<file path="config.mk">
export PLATFORM = sky130hd
export DESIGN_NAME = refcount_open_table
export DESIGN_NICKNAME = d
export VERILOG_FILES = /design/src/rtl/rot_pkg.sv /design/src/rtl/refcount_open_table.sv /design/src/rtl/rot_ctrl.sv /design/src/rtl/rot_dpath.sv
export SDC_FILE = /design/constraint.sdc
export NUM_CORES = 1
export LEC_CHECK = 0
export BUFFER_PORTS_ARGS = -buffer_cell sky130_fd_sc_hd__buf_2
export CORE_UTILIZATION = 45
export DETAILED_ROUTE_END_ITERATION = 6
export PLACE_DENSITY = 0.62
export SYNTH_ARGS = -nofsm -noshare
export SYNTH_HDL_FRONTEND = slang
export SYNTH_SLANG_ARGS = --single-unit
</file>
<file path="constraint.sdc">
create_clock -name clock -period 5.42 [get_ports clock]
set_input_delay 0.271 -clock clock [delete_from_list [all_inputs] [get_ports clock]]
set_output_delay 0.271 -clock clock [all_outputs]
set_load 0.03 [all_outputs]
</file>
<file path="src/rtl/rot_pkg.sv">
// Package for the reference-counted open-object table.
// Sizes, request codes, entry layout and controller-to-datapath command bundle.
// No dependencies.
package rot_pkg;

   localparam int ENTRIES   = 32;
   localparam int COUNT_MAX = 255;

   localparam int IDX_W   = (ENTRIES > 1) ? $clog2(ENTRIES) : 1;
   localparam int COUNT_W = $clog2(COUNT_MAX + 1);
   localparam int KEY_W   = 16;
   localparam int ACT_W   = 2;

   localparam int REQ_DATA_W = 24;
   localparam int RSP_DATA_W = 8;

   typedef enum logic [ACT_W-1:0] {
      ACT_OPEN  = 2'd0,
      ACT_CLOSE = 2'd1,
      ACT_MARK  = 2'd2,
      ACT_QUERY = 2'd3
   } action_type;

   typedef struct packed {
      logic [KEY_W-1:0]   key;
      logic [COUNT_W-1:0] count;
      logic               mark;
   } entry_type;

   typedef struct packed {
      logic             load;   // latch a new request, clear scan results
      logic             rd;     // read slot at addr
      logic [IDX_W-1:0] addr;
      logic             exec;   // apply the update, load the result register
   } cmd_type;

   localparam logic [COUNT_W-1:0] COUNT_TOP = COUNT_W'(COUNT_MAX);
   localparam logic [COUNT_W-1:0] COUNT_ONE = COUNT_W'(1);
   localparam logic [IDX_W-1:0]   IDX_LAST  = IDX_W'(ENTRIES - 1);

endpackage

</file>
<file path="src/rtl/refcount_open_table.sv">
// A result is loaded into its output register after the scan over every slot through the
// single read port of the entry memory, the drain of the last read and the update; the
// update waits while the previous result is unaccepted, and one item is in work at a time.
// A finished result waits in its output register while the next item is taken.
// Reset (synchronous, active high) empties the table and drops any waiting result.
// Top level of the open-object table; depends on rot_pkg, rot_ctrl, rot_dpath.
module refcount_open_table (
   input  logic                              clock,
   input  logic                              reset,
   // request: [1:0] action, [17:2] sector, [23:18] zero
   input  logic                              req_tvalid,
   output logic                              req_tready,
   input  logic [rot_pkg::REQ_DATA_W-1:0]    req_tdata,
   // result: [0] ok, [1] found, [2] full_res, [7:3] zero
   output logic                              rsp_tvalid,
   input  logic                              rsp_tready,
   output logic [rot_pkg::RSP_DATA_W-1:0]    rsp_tdata
);

   rot_pkg::cmd_type cmd;

   // Controller: idle -> scan every slot -> drain last read -> update and report.
   rot_ctrl u_ctrl (
      .clock      (clock),
      .reset      (reset),
      .req_tvalid (req_tvalid),
      .req_tready (req_tready),
      .rsp_tvalid (rsp_tvalid),
      .rsp_tready (rsp_tready),
      .cmd        (cmd)
   );

   // Datapath: entry memory with valid flags, key match, lowest free slot,
   // count/mark update and the result register.
   rot_dpath u_dpath (
      .clock     (clock),
      .reset     (reset),
      .cmd       (cmd),
      .req_tdata (req_tdata),
      .rsp_tdata (rsp_tdata)
   );

endmodule

</file>
<file path="src/rtl/rot_ctrl.sv">
// Controller for the open-object table: sequences the slot scan and the update.
// Depends on rot_pkg.
module rot_ctrl (
   input  logic             clock,
   input  logic             reset,
   input  logic             req_tvalid,
   output logic             req_tready,
   output logic             rsp_tvalid,
   input  logic             rsp_tready,
   output rot_pkg::cmd_type cmd
);

   typedef enum logic [1:0] {
      ST_IDLE,
      ST_SCAN,
      ST_LAST,
      ST_EXEC
   } state_type;

   state_type                 state_ff;
   logic [rot_pkg::IDX_W-1:0] scan_ff;
   logic                      rsp_valid_ff;
   logic                      slot_free;

   assign req_tready = (state_ff == ST_IDLE);
   assign rsp_tvalid = rsp_valid_ff;
   assign slot_free  = !rsp_valid_ff || rsp_tready;

   always_comb begin
      cmd.load = req_tvalid && (state_ff == ST_IDLE);
      cmd.rd   = (state_ff == ST_SCAN);
      cmd.addr = scan_ff;
      cmd.exec = (state_ff == ST_EXEC) && slot_free;
   end

   always_ff @(posedge clock) begin
      if (reset) begin
         state_ff     <= ST_IDLE;
         scan_ff      <= '0;
         rsp_valid_ff <= 1'b0;
      end else begin
         if (cmd.exec) begin
            rsp_valid_ff <= 1'b1;
         end else if (rsp_tready) begin
            rsp_valid_ff <= 1'b0;
         end
         case (state_ff)
            ST_IDLE: begin
               scan_ff <= '0;
               if (req_tvalid) begin
                  state_ff <= ST_SCAN;
               end
            end
            ST_SCAN: begin
               if (scan_ff == rot_pkg::IDX_LAST) begin
                  state_ff <= ST_LAST;
               end else begin
                  scan_ff <= scan_ff + 1'b1;
               end
            end
            ST_LAST: begin
               state_ff <= ST_EXEC;
            end
            ST_EXEC: begin
               if (slot_free) begin
                  state_ff <= ST_IDLE;
               end
            end
            default: begin
               state_ff <= ST_IDLE;
            end
         endcase
      end
   end

endmodule

</file>
<file path="src/rtl/rot_dpath.sv">
// Datapath for the open-object table: entry memory, valid flags, scan
// compare, update logic and result register. Depends on rot_pkg.
module rot_dpath (
   input  logic                               clock,
   input  logic                               reset,
   input  rot_pkg::cmd_type                   cmd,
   input  logic [rot_pkg::REQ_DATA_W-1:0]     req_tdata,
   output logic [rot_pkg::RSP_DATA_W-1:0]     rsp_tdata
);

   rot_pkg::entry_type mem [rot_pkg::ENTRIES];
   logic [rot_pkg::ENTRIES-1:0] valid_ff;

   rot_pkg::action_type          act_ff;
   logic [rot_pkg::KEY_W-1:0]    key_ff;

   rot_pkg::entry_type           rd_data_ff;
   logic [rot_pkg::IDX_W-1:0]    rd_idx_ff;
   logic                         rd_vld_ff;

   logic                         hit_ff;
   logic [rot_pkg::IDX_W-1:0]    hit_idx_ff;
   logic [rot_pkg::COUNT_W-1:0]  hit_cnt_ff;
   logic                         hit_mark_ff;
   logic                         free_ff;
   logic [rot_pkg::IDX_W-1:0]    free_idx_ff;

   logic [rot_pkg::RSP_DATA_W-1:0] rsp_ff;

   // update decision
   logic                         wr_en;
   logic [rot_pkg::IDX_W-1:0]    wr_addr;
   rot_pkg::entry_type           wr_data;
   logic                         set_vld;
   logic                         clr_vld;
   logic                         ok;
   logic                         full;
   logic [rot_pkg::COUNT_W-1:0]  dec_cnt;

   assign rsp_tdata = rsp_ff;

   always_comb begin
      wr_en   = 1'b0;
      wr_addr = hit_idx_ff;
      wr_data = '{key: key_ff, count: hit_cnt_ff, mark: hit_mark_ff};
      set_vld = 1'b0;
      clr_vld = 1'b0;
      ok      = 1'b0;
      full    = 1'b0;
      dec_cnt = (hit_cnt_ff != '0) ? hit_cnt_ff - 1'b1 : hit_cnt_ff;
      case (act_ff)
         rot_pkg::ACT_OPEN: begin
            if (hit_ff) begin
               if (!hit_mark_ff && hit_cnt_ff != rot_pkg::COUNT_TOP) begin
                  wr_en         = 1'b1;
                  wr_data.count = hit_cnt_ff + 1'b1;
                  ok            = 1'b1;
               end
            end else if (free_ff) begin
               wr_en   = 1'b1;
               wr_addr = free_idx_ff;
               wr_data = '{key: key_ff, count: rot_pkg::COUNT_ONE, mark: 1'b0};
               set_vld = 1'b1;
               ok      = 1'b1;
            end else begin
               full = 1'b1;
            end
         end
         rot_pkg::ACT_CLOSE: begin
            if (hit_ff) begin
               wr_en         = 1'b1;
               wr_data.count = dec_cnt;
               if (dec_cnt == '0 && hit_mark_ff) begin
                  clr_vld = 1'b1;
                  ok      = 1'b1;
               end
            end
         end
         rot_pkg::ACT_MARK: begin
            if (hit_ff) begin
               wr_en        = 1'b1;
               wr_data.mark = 1'b1;
            end
         end
         rot_pkg::ACT_QUERY: begin
            ok = hit_ff && (hit_cnt_ff != '0);
         end
         default: begin
            ok = 1'b0;
         end
      endcase
   end

   // entry memory: one write port, one registered read port
   always_ff @(posedge clock) begin
      if (cmd.exec && wr_en) begin
         mem[wr_addr] <= wr_data;
      end
      rd_data_ff <= mem[cmd.addr];
      rd_idx_ff  <= cmd.addr;
   end

   always_ff @(posedge clock) begin
      if (cmd.load) begin
         act_ff <= rot_pkg::action_type'(req_tdata[rot_pkg::ACT_W-1:0]);
         key_ff <= req_tdata[rot_pkg::ACT_W +: rot_pkg::KEY_W];
      end
      if (cmd.exec) begin
         rsp_ff <= {{(rot_pkg::RSP_DATA_W - 3){1'b0}}, full, hit_ff, ok};
      end
   end

   always_ff @(posedge clock) begin
      if (reset) begin
         valid_ff  <= '0;
         rd_vld_ff <= 1'b0;
         hit_ff    <= 1'b0;
         free_ff   <= 1'b0;
      end else begin
         rd_vld_ff <= cmd.rd;
         if (cmd.load) begin
            hit_ff  <= 1'b0;
            free_ff <= 1'b0;
         end else begin
            // lowest free slot, straight from the valid flags
            if (cmd.rd && !valid_ff[cmd.addr] && !free_ff) begin
               free_ff <= 1'b1;
            end
            // first matching slot, from the registered read data
            if (rd_vld_ff && valid_ff[rd_idx_ff] && rd_data_ff.key == key_ff && !hit_ff) begin
               hit_ff <= 1'b1;
            end
         end
         if (cmd.exec && set_vld) begin
            valid_ff[wr_addr] <= 1'b1;
         end
         if (cmd.exec && clr_vld) begin
            valid_ff[wr_addr] <= 1'b0;
         end
      end
   end

   always_ff @(posedge clock) begin
      if (cmd.rd && !valid_ff[cmd.addr] && !free_ff) begin
         free_idx_ff <= cmd.addr;
      end
      if (rd_vld_ff && valid_ff[rd_idx_ff] && rd_data_ff.key == key_ff && !hit_ff) begin
         hit_idx_ff  <= rd_idx_ff;
         hit_cnt_ff  <= rd_data_ff.count;
         hit_mark_ff <= rd_data_ff.mark;
      end
   end

endmodule

</file>
# Word level (Yosys, flattened, before mapping)
# Memories as Yosys holds them, arrays and structs flattened. A register that Yosys moved wholly into a read port is not among the register bits.
# Index checks and enable logic that the tools add are counted.
dict set report word_totals {
  ff_bits 88
  ram_bits 800
  output_inout_bits 10
  elab_cells 115
  memories 1
}
# memory depth width read_ports rd_clocked_by_memory_dff write_ports line
set memory_table {}
lappend memory_table {u_dpath.mem 32 25 1 1 1 rot_dpath.sv:11} ;# rot_pkg::entry_type mem [rot_pkg::ENTRIES];
dict set report classes {
  n_addsub 3
  n_lt_le_gt_ge 4
  n_eq_ne 13
  muxes 43
  n_bitwise 4
  n_reduce_logical 31
}
# operator count
set op_table {}
lappend op_table {{32-bit 2-to-1 mux} 3}
lappend op_table {{32-bit bitwise AND} 1}
lappend op_table {{8-bit 2-to-1 mux} 4}
lappend op_table {{32-bit inverter} 1}
lappend op_table {{32-bit OR} 1}
lappend op_table {{5-bit 2-to-1 mux} 4}
lappend op_table {{1-bit 2-to-1 mux} 19}
lappend op_table {{5-bit by 6-bit less-than comparator with 1-bit output, second input constant} 3}
lappend op_table {{16-bit equality test} 1}
lappend op_table {{8-bit one-hot mux with 2 select lines} 1}
lappend op_table {{1-bit logical AND} 14}
lappend op_table {{1-bit binary-select mux with 5-bit select} 2}
lappend op_table {{5-bit one-hot mux with 2 select lines} 1}
lappend op_table {{9-bit 2-to-1 mux} 1}
lappend op_table {{8-bit by 1-bit adder with 8-bit output, second input constant} 1}
lappend op_table {{2-bit equality test, second input constant} 4}
lappend op_table {{8-bit logical NOT} 1}
lappend op_table {{8-bit != test, second input constant} 1}
lappend op_table {{2-bit one-hot mux with 4 select lines} 1}
lappend op_table {{8-bit nonzero test} 1}
lappend op_table {{8-bit by 1-bit subtractor with 8-bit output, second input constant} 1}
lappend op_table {{2-bit 2-to-1 mux} 3}
lappend op_table {{2-bit != test, second input constant} 3}
lappend op_table {{2-bit OR reduction} 3}
lappend op_table {{15 further kinds} 23}

# Longest topological paths before layout
dict set report depth {
  word_depth 12
  ltp_mapped 11
}

# Modules after synthesis
# From an unflattened synthesis, not the netlist that was laid out.
dict set report unflattened {
  hier_cells 1734
  area_unflattened_um2 35900.7
}
# mod n_inst cells_per_inst area_per_inst_um2 seq_area_each_um2
set by_module_without_submodules {}
lappend by_module_without_submodules {rot_dpath 1 1680 35402.7 26525.4}
lappend by_module_without_submodules {rot_ctrl 1 54 498.0 160.2}

# Worst setup path before layout
# OpenSTA, ideal clock, no wires.
dict set report synth_path {
  path_kind {register -> register}
  start {register u_dpath.act_ff[0]}
  end {memory u_dpath.mem[24][0] (netlist name), enable pin}
  setup_ps 407
  t_arrival_ps 3042
  required_ps 5013
  setup_slack_ps 1971
  stages_incl_launch_ff 9
  n_path_buf 2
  synth_period_minus_slack_ps 3449
  path_cell_list {edfxtp_1 > inv_1 > ha_1 > nand3b_1 > clkbuf_1 > clkbuf_1 > mux2i_1 > nand2_1 > nor2_1}
}
dict set report synth_via {
  elab_chain_len 6
}
# element line
set synth_lines {}
lappend synth_lines {{start, declared} rot_dpath.sv:14} ;# rot_pkg::action_type act_ff;
lappend synth_lines {{start signal, assigned} rot_dpath.sv:105} ;# act_ff <= rot_pkg::action_type'(req_tdata[rot_pkg::ACT_W-1:0]);
lappend synth_lines {{2-bit by 1-bit equality test with 1-bit output / 2-bit equality test (equally long branches)} rot_dpath.sv:51} ;# case (act_ff)
lappend synth_lines {{2-bit OR reduction (no source line)} -}
lappend synth_lines {{1-bit one-hot mux with 2 select lines} rot_dpath.sv:51}
lappend synth_lines {{1-bit logical AND} rot_dpath.sv:96} ;# if (cmd.exec && wr_en) begin
lappend synth_lines {{1-bit 2-to-1 mux} rot_dpath.sv:96}
lappend synth_lines {{1-bit 2-to-1 mux (not written as such)} rot_dpath.sv:97} ;# mem[wr_addr] <= wr_data;
lappend synth_lines {{end, declared} rot_dpath.sv:11}
# Several ways; a longest one is shown, not always the timed one.

# Worst setup path in the final report
dict set report layout_path {
  start {register u_dpath.act_ff[0]}
  end {memory u_dpath.mem[27][2] (netlist name), enable pin}
}
# The elaborated chain is that of the path after synthesis.

==> reports/results.txt <==
CTS H-Tree Depth -> 3
placed insts -> 2,745
actual slew at the worst max-slew pin -> 1.26 ns
max_cap viols -> 0
clock-pin slew on the worst setup and hold paths -> 0.06 ns
TritonCTS Sinks -> 913
Post-CTS Resized -> 0
routed wire length -> 77,200 µm
total track usage -> 19.4%
top post-synthesis cells by area -> edfxtp_1, mux4_2, dfxtp_1, nor2_1, mux2_2
worst relative slew slack -> 16.2%
Final Core Density -> 51.7%
Achievable Freq -> 251 MHz
TritonRoute pass-1 iters -> 5
largest area contributor in the netlist -> edfxtp_1
Iter 0 DRT Violations -> 1,466
crit-path max FO -> 25
WP data required -> 5.67 ns
Top FF cell, synth -> edfxtp_1
Cells after Synth -> 1,703
post-route minimum period -> 3.98 ns
ys async rst share -> 0%
EDFF count, synth -> 840
CP Capture Type -> flip-flop
Fin Setup TNS -> 0 ns
die width -> 284 µm
Via Count -> 17.1k
chip height -> 284 µm
pin count of the biggest net entering global routing -> 61
initial antenna violation count -> 6
deepest clock path buffer count -> 3
final hold violations -> 0
Syn Std Cell Area -> 35,800 µm²
IO Count -> 38
RePlAce Congestion -> 0.802
die outline area -> 80,800 µm²
first-pass GRT wire length -> 115,000 µm
Tcrit/Tclk final -> 73.5%
row count -> 103
Peak supply drop -> 292 µV
Warnings, synthesis -> 0
sequential share of the synthesized area -> 74.5%
Startpoint Class -> flip-flop
Worst Clk Skew -> 0.0213 ns
vias per cell -> 5.82
starting density of the core -> 45.4%
gr ovfl total -> 0
Yosys top cell area share -> 70.4%
DR WL/cell -> 26.3 µm
antenna fix cells -> 0
root buffer cell -> clkbuf_16
Post-Syn Area per Cell -> 21.0 µm²
total setup buffers inserted after CTS -> 0
flops & latches, synth -> 913
CP Class -> flip-flop to flip-flop
Cell Count, Final, Fillers Out -> 2,939
CTS tree -> built
status -> finished clean
Final setup viols -> 0
share of cells above drive strength 1 -> 29.9%
Lkg Pwr -> 12.5 nW
DRC viols -> 0
Max Slew Vio Count -> 0
standard cell core area -> 78,900 µm²
Yosys cell types -> 60
number of global-route vias before repair -> 17.8k
RSZ-0062 raised after global routing -> false
I/O Buffers -> 26
Area Overhead vs Synth -> 13.9%
later-pin clock latency in the skew report -> 0.64 ns
Nets -> 1,851
number of CTS-inserted buffers -> 95
smallest hold slack -> 0.105 ns
HP Class -> input port to flip-flop
post-route ant nets -> 0
WP data arrival -> 4.24 ns
Power Density -> 425 nW/µm²
most common cell in the netlist -> edfxtp_1
Commonest cells post-synth -> edfxtp_1, mux4_2, nor2_1
hold_buf cts -> 18
dpl hpwl -> 44,000 µm
==> worst paths after layout <==
path / from / endpoint / slack (ns) / depth (start not counted)
max: u_dpath.act_ff[0] / u_dpath.mem[27][2] / 1.44 / 7
max reg2reg: u_dpath.act_ff[0] / u_dpath.mem[27][2] / 1.44 / 7
min: rsp_tready / u_ctrl.rsp_tvalid / 0.10 / 4
min reg2reg: u_dpath.rd_data_ff[5] / u_dpath.hit_cnt_ff[4] / 0.40 / 0
==> sequential cells by signal, summed over array words and instances, names as in the netlist <==
| name | flops |
|---|---|
| u_ctrl.rsp_tvalid | 1 |
| u_ctrl.scan_ff | 5 |
| u_ctrl.state_ff | 2 |
| u_dpath.act_ff | 2 |
| u_dpath.free_ff | 1 |
| u_dpath.free_idx_ff | 5 |
| u_dpath.hit_cnt_ff | 8 |
| u_dpath.hit_ff | 1 |
| u_dpath.hit_idx_ff | 5 |
| u_dpath.hit_mark_ff | 1 |
| u_dpath.key_ff | 16 |
| u_dpath.mem | 800 |
| u_dpath.rd_data_ff | 25 |
| u_dpath.rd_idx_ff | 5 |
| u_dpath.rd_vld_ff | 1 |
| u_dpath.rsp_tdata | 3 |
| u_dpath.valid_ff | 32 |
==> cells by family (layout without fill, tap and decap cells) <==
family          after synthesis  after routing  share of synthesized area, %
other cells                   1              5                        0.0105
buf+inv                     112            294                          1.44
flops                       913            913                          74.5
fa+ha+maj                    13             13                         0.454
simple gates                208            208                          2.74
xor+xnor                     19             19                         0.464
mux                         313            313                          17.9
compound gates              124            124                          2.52
==> power breakdown <==
group	leakage, nW	total [mW]	switching (mW)	internal, mW
sequential	8.17	8.40	0.228	8.17
combinational	2.83	2.64	1.39	1.25
clock	1.50	6.31	2.63	3.68
==> cell type report <==
| class | count | area, µm² |
|---|---|---|
| clock inverter | 53 | 427 |
| fill | 6151 | 38100 |
| sequential | 913 | 26700 |
| timing repair buffer | 103 | 791 |
| clock buffer | 123 | 2610 |
| multi-input combinational | 682 | 8920 |
| tap | 1050 | 1310 |
| inverter | 15 | 56.3 |
==> metal layers <==
| layer | global-route usage [%] | vias up | part of all wire [%] |
|---|---|---|---|
| li1 | - | 7306 | - |
| met1 | 28.0 | 9149 | 44 |
| met2 | 30.5 | 541 | 48 |
| met3 | 3.75 | 113 | 6.4 |
| met4 | 5.05 | 0 | 2.0 |
| met5 | 0 | - | 0 |
==> stage by stage <==
stage / setup WS (ns) / power [mW] / cell area [µm²]
2_1_floorplan: 1.97 / 10.4 / 35900
3_3_place_gp: 1.42 / 11.2 / 37600
3_5_place_dp: 1.41 / 11.2 / 37600
4_1_cts: 1.34 / 17.5 / 40800
5_1_grt: 1.12 / 18.0 / 40800
6_report: 1.44 / 17.3 / 40800
==> cells in the final DEF (no fill, tap or decap), types with 6 or more instances in the layout <==
cell           synthesis  layout
mux4_2               260     260
clkbuf_1              64      19
a311oi_1               8       8
clkinv_1               0      19
a221o_1                6       6
buf_4                  5      56
nand3_1               10      10
dfxtp_1               73      68
dlygate4sd3_1          0      18
nor3_1                 6       6
nor2_4                 0      32
o31a_1                30      30
mux2i_1               22      22
a21oi_1               37      37
nor2_1               101      69
clkbuf_16              0      98
o21ai_0               11      11
nand2b_1              15      15
mux2_2                31      31
bufinv_16              0       6
xor2_1                10      10
edfxtp_1             840     840
inv_1                 15      15
ha_1                  13      13
clkinv_2               0      19
nor2b_1                7       7
clkbuf_8               3       6
xnor2_1                9       9
buf_2                  7      26
nand2_1               36      36
==> worst max-delay path, stage by stage, from the launching register on <==
cell and delay, ns:
edfxtp_1 0.45, inv_1 0.12, ha_1 0.44, nand3b_1 0.24, buf_4 0.27, mux2i_1 0.59
nand2_1 0.63, nor2_4 0.84
Power figures use the tool's default switching activity.
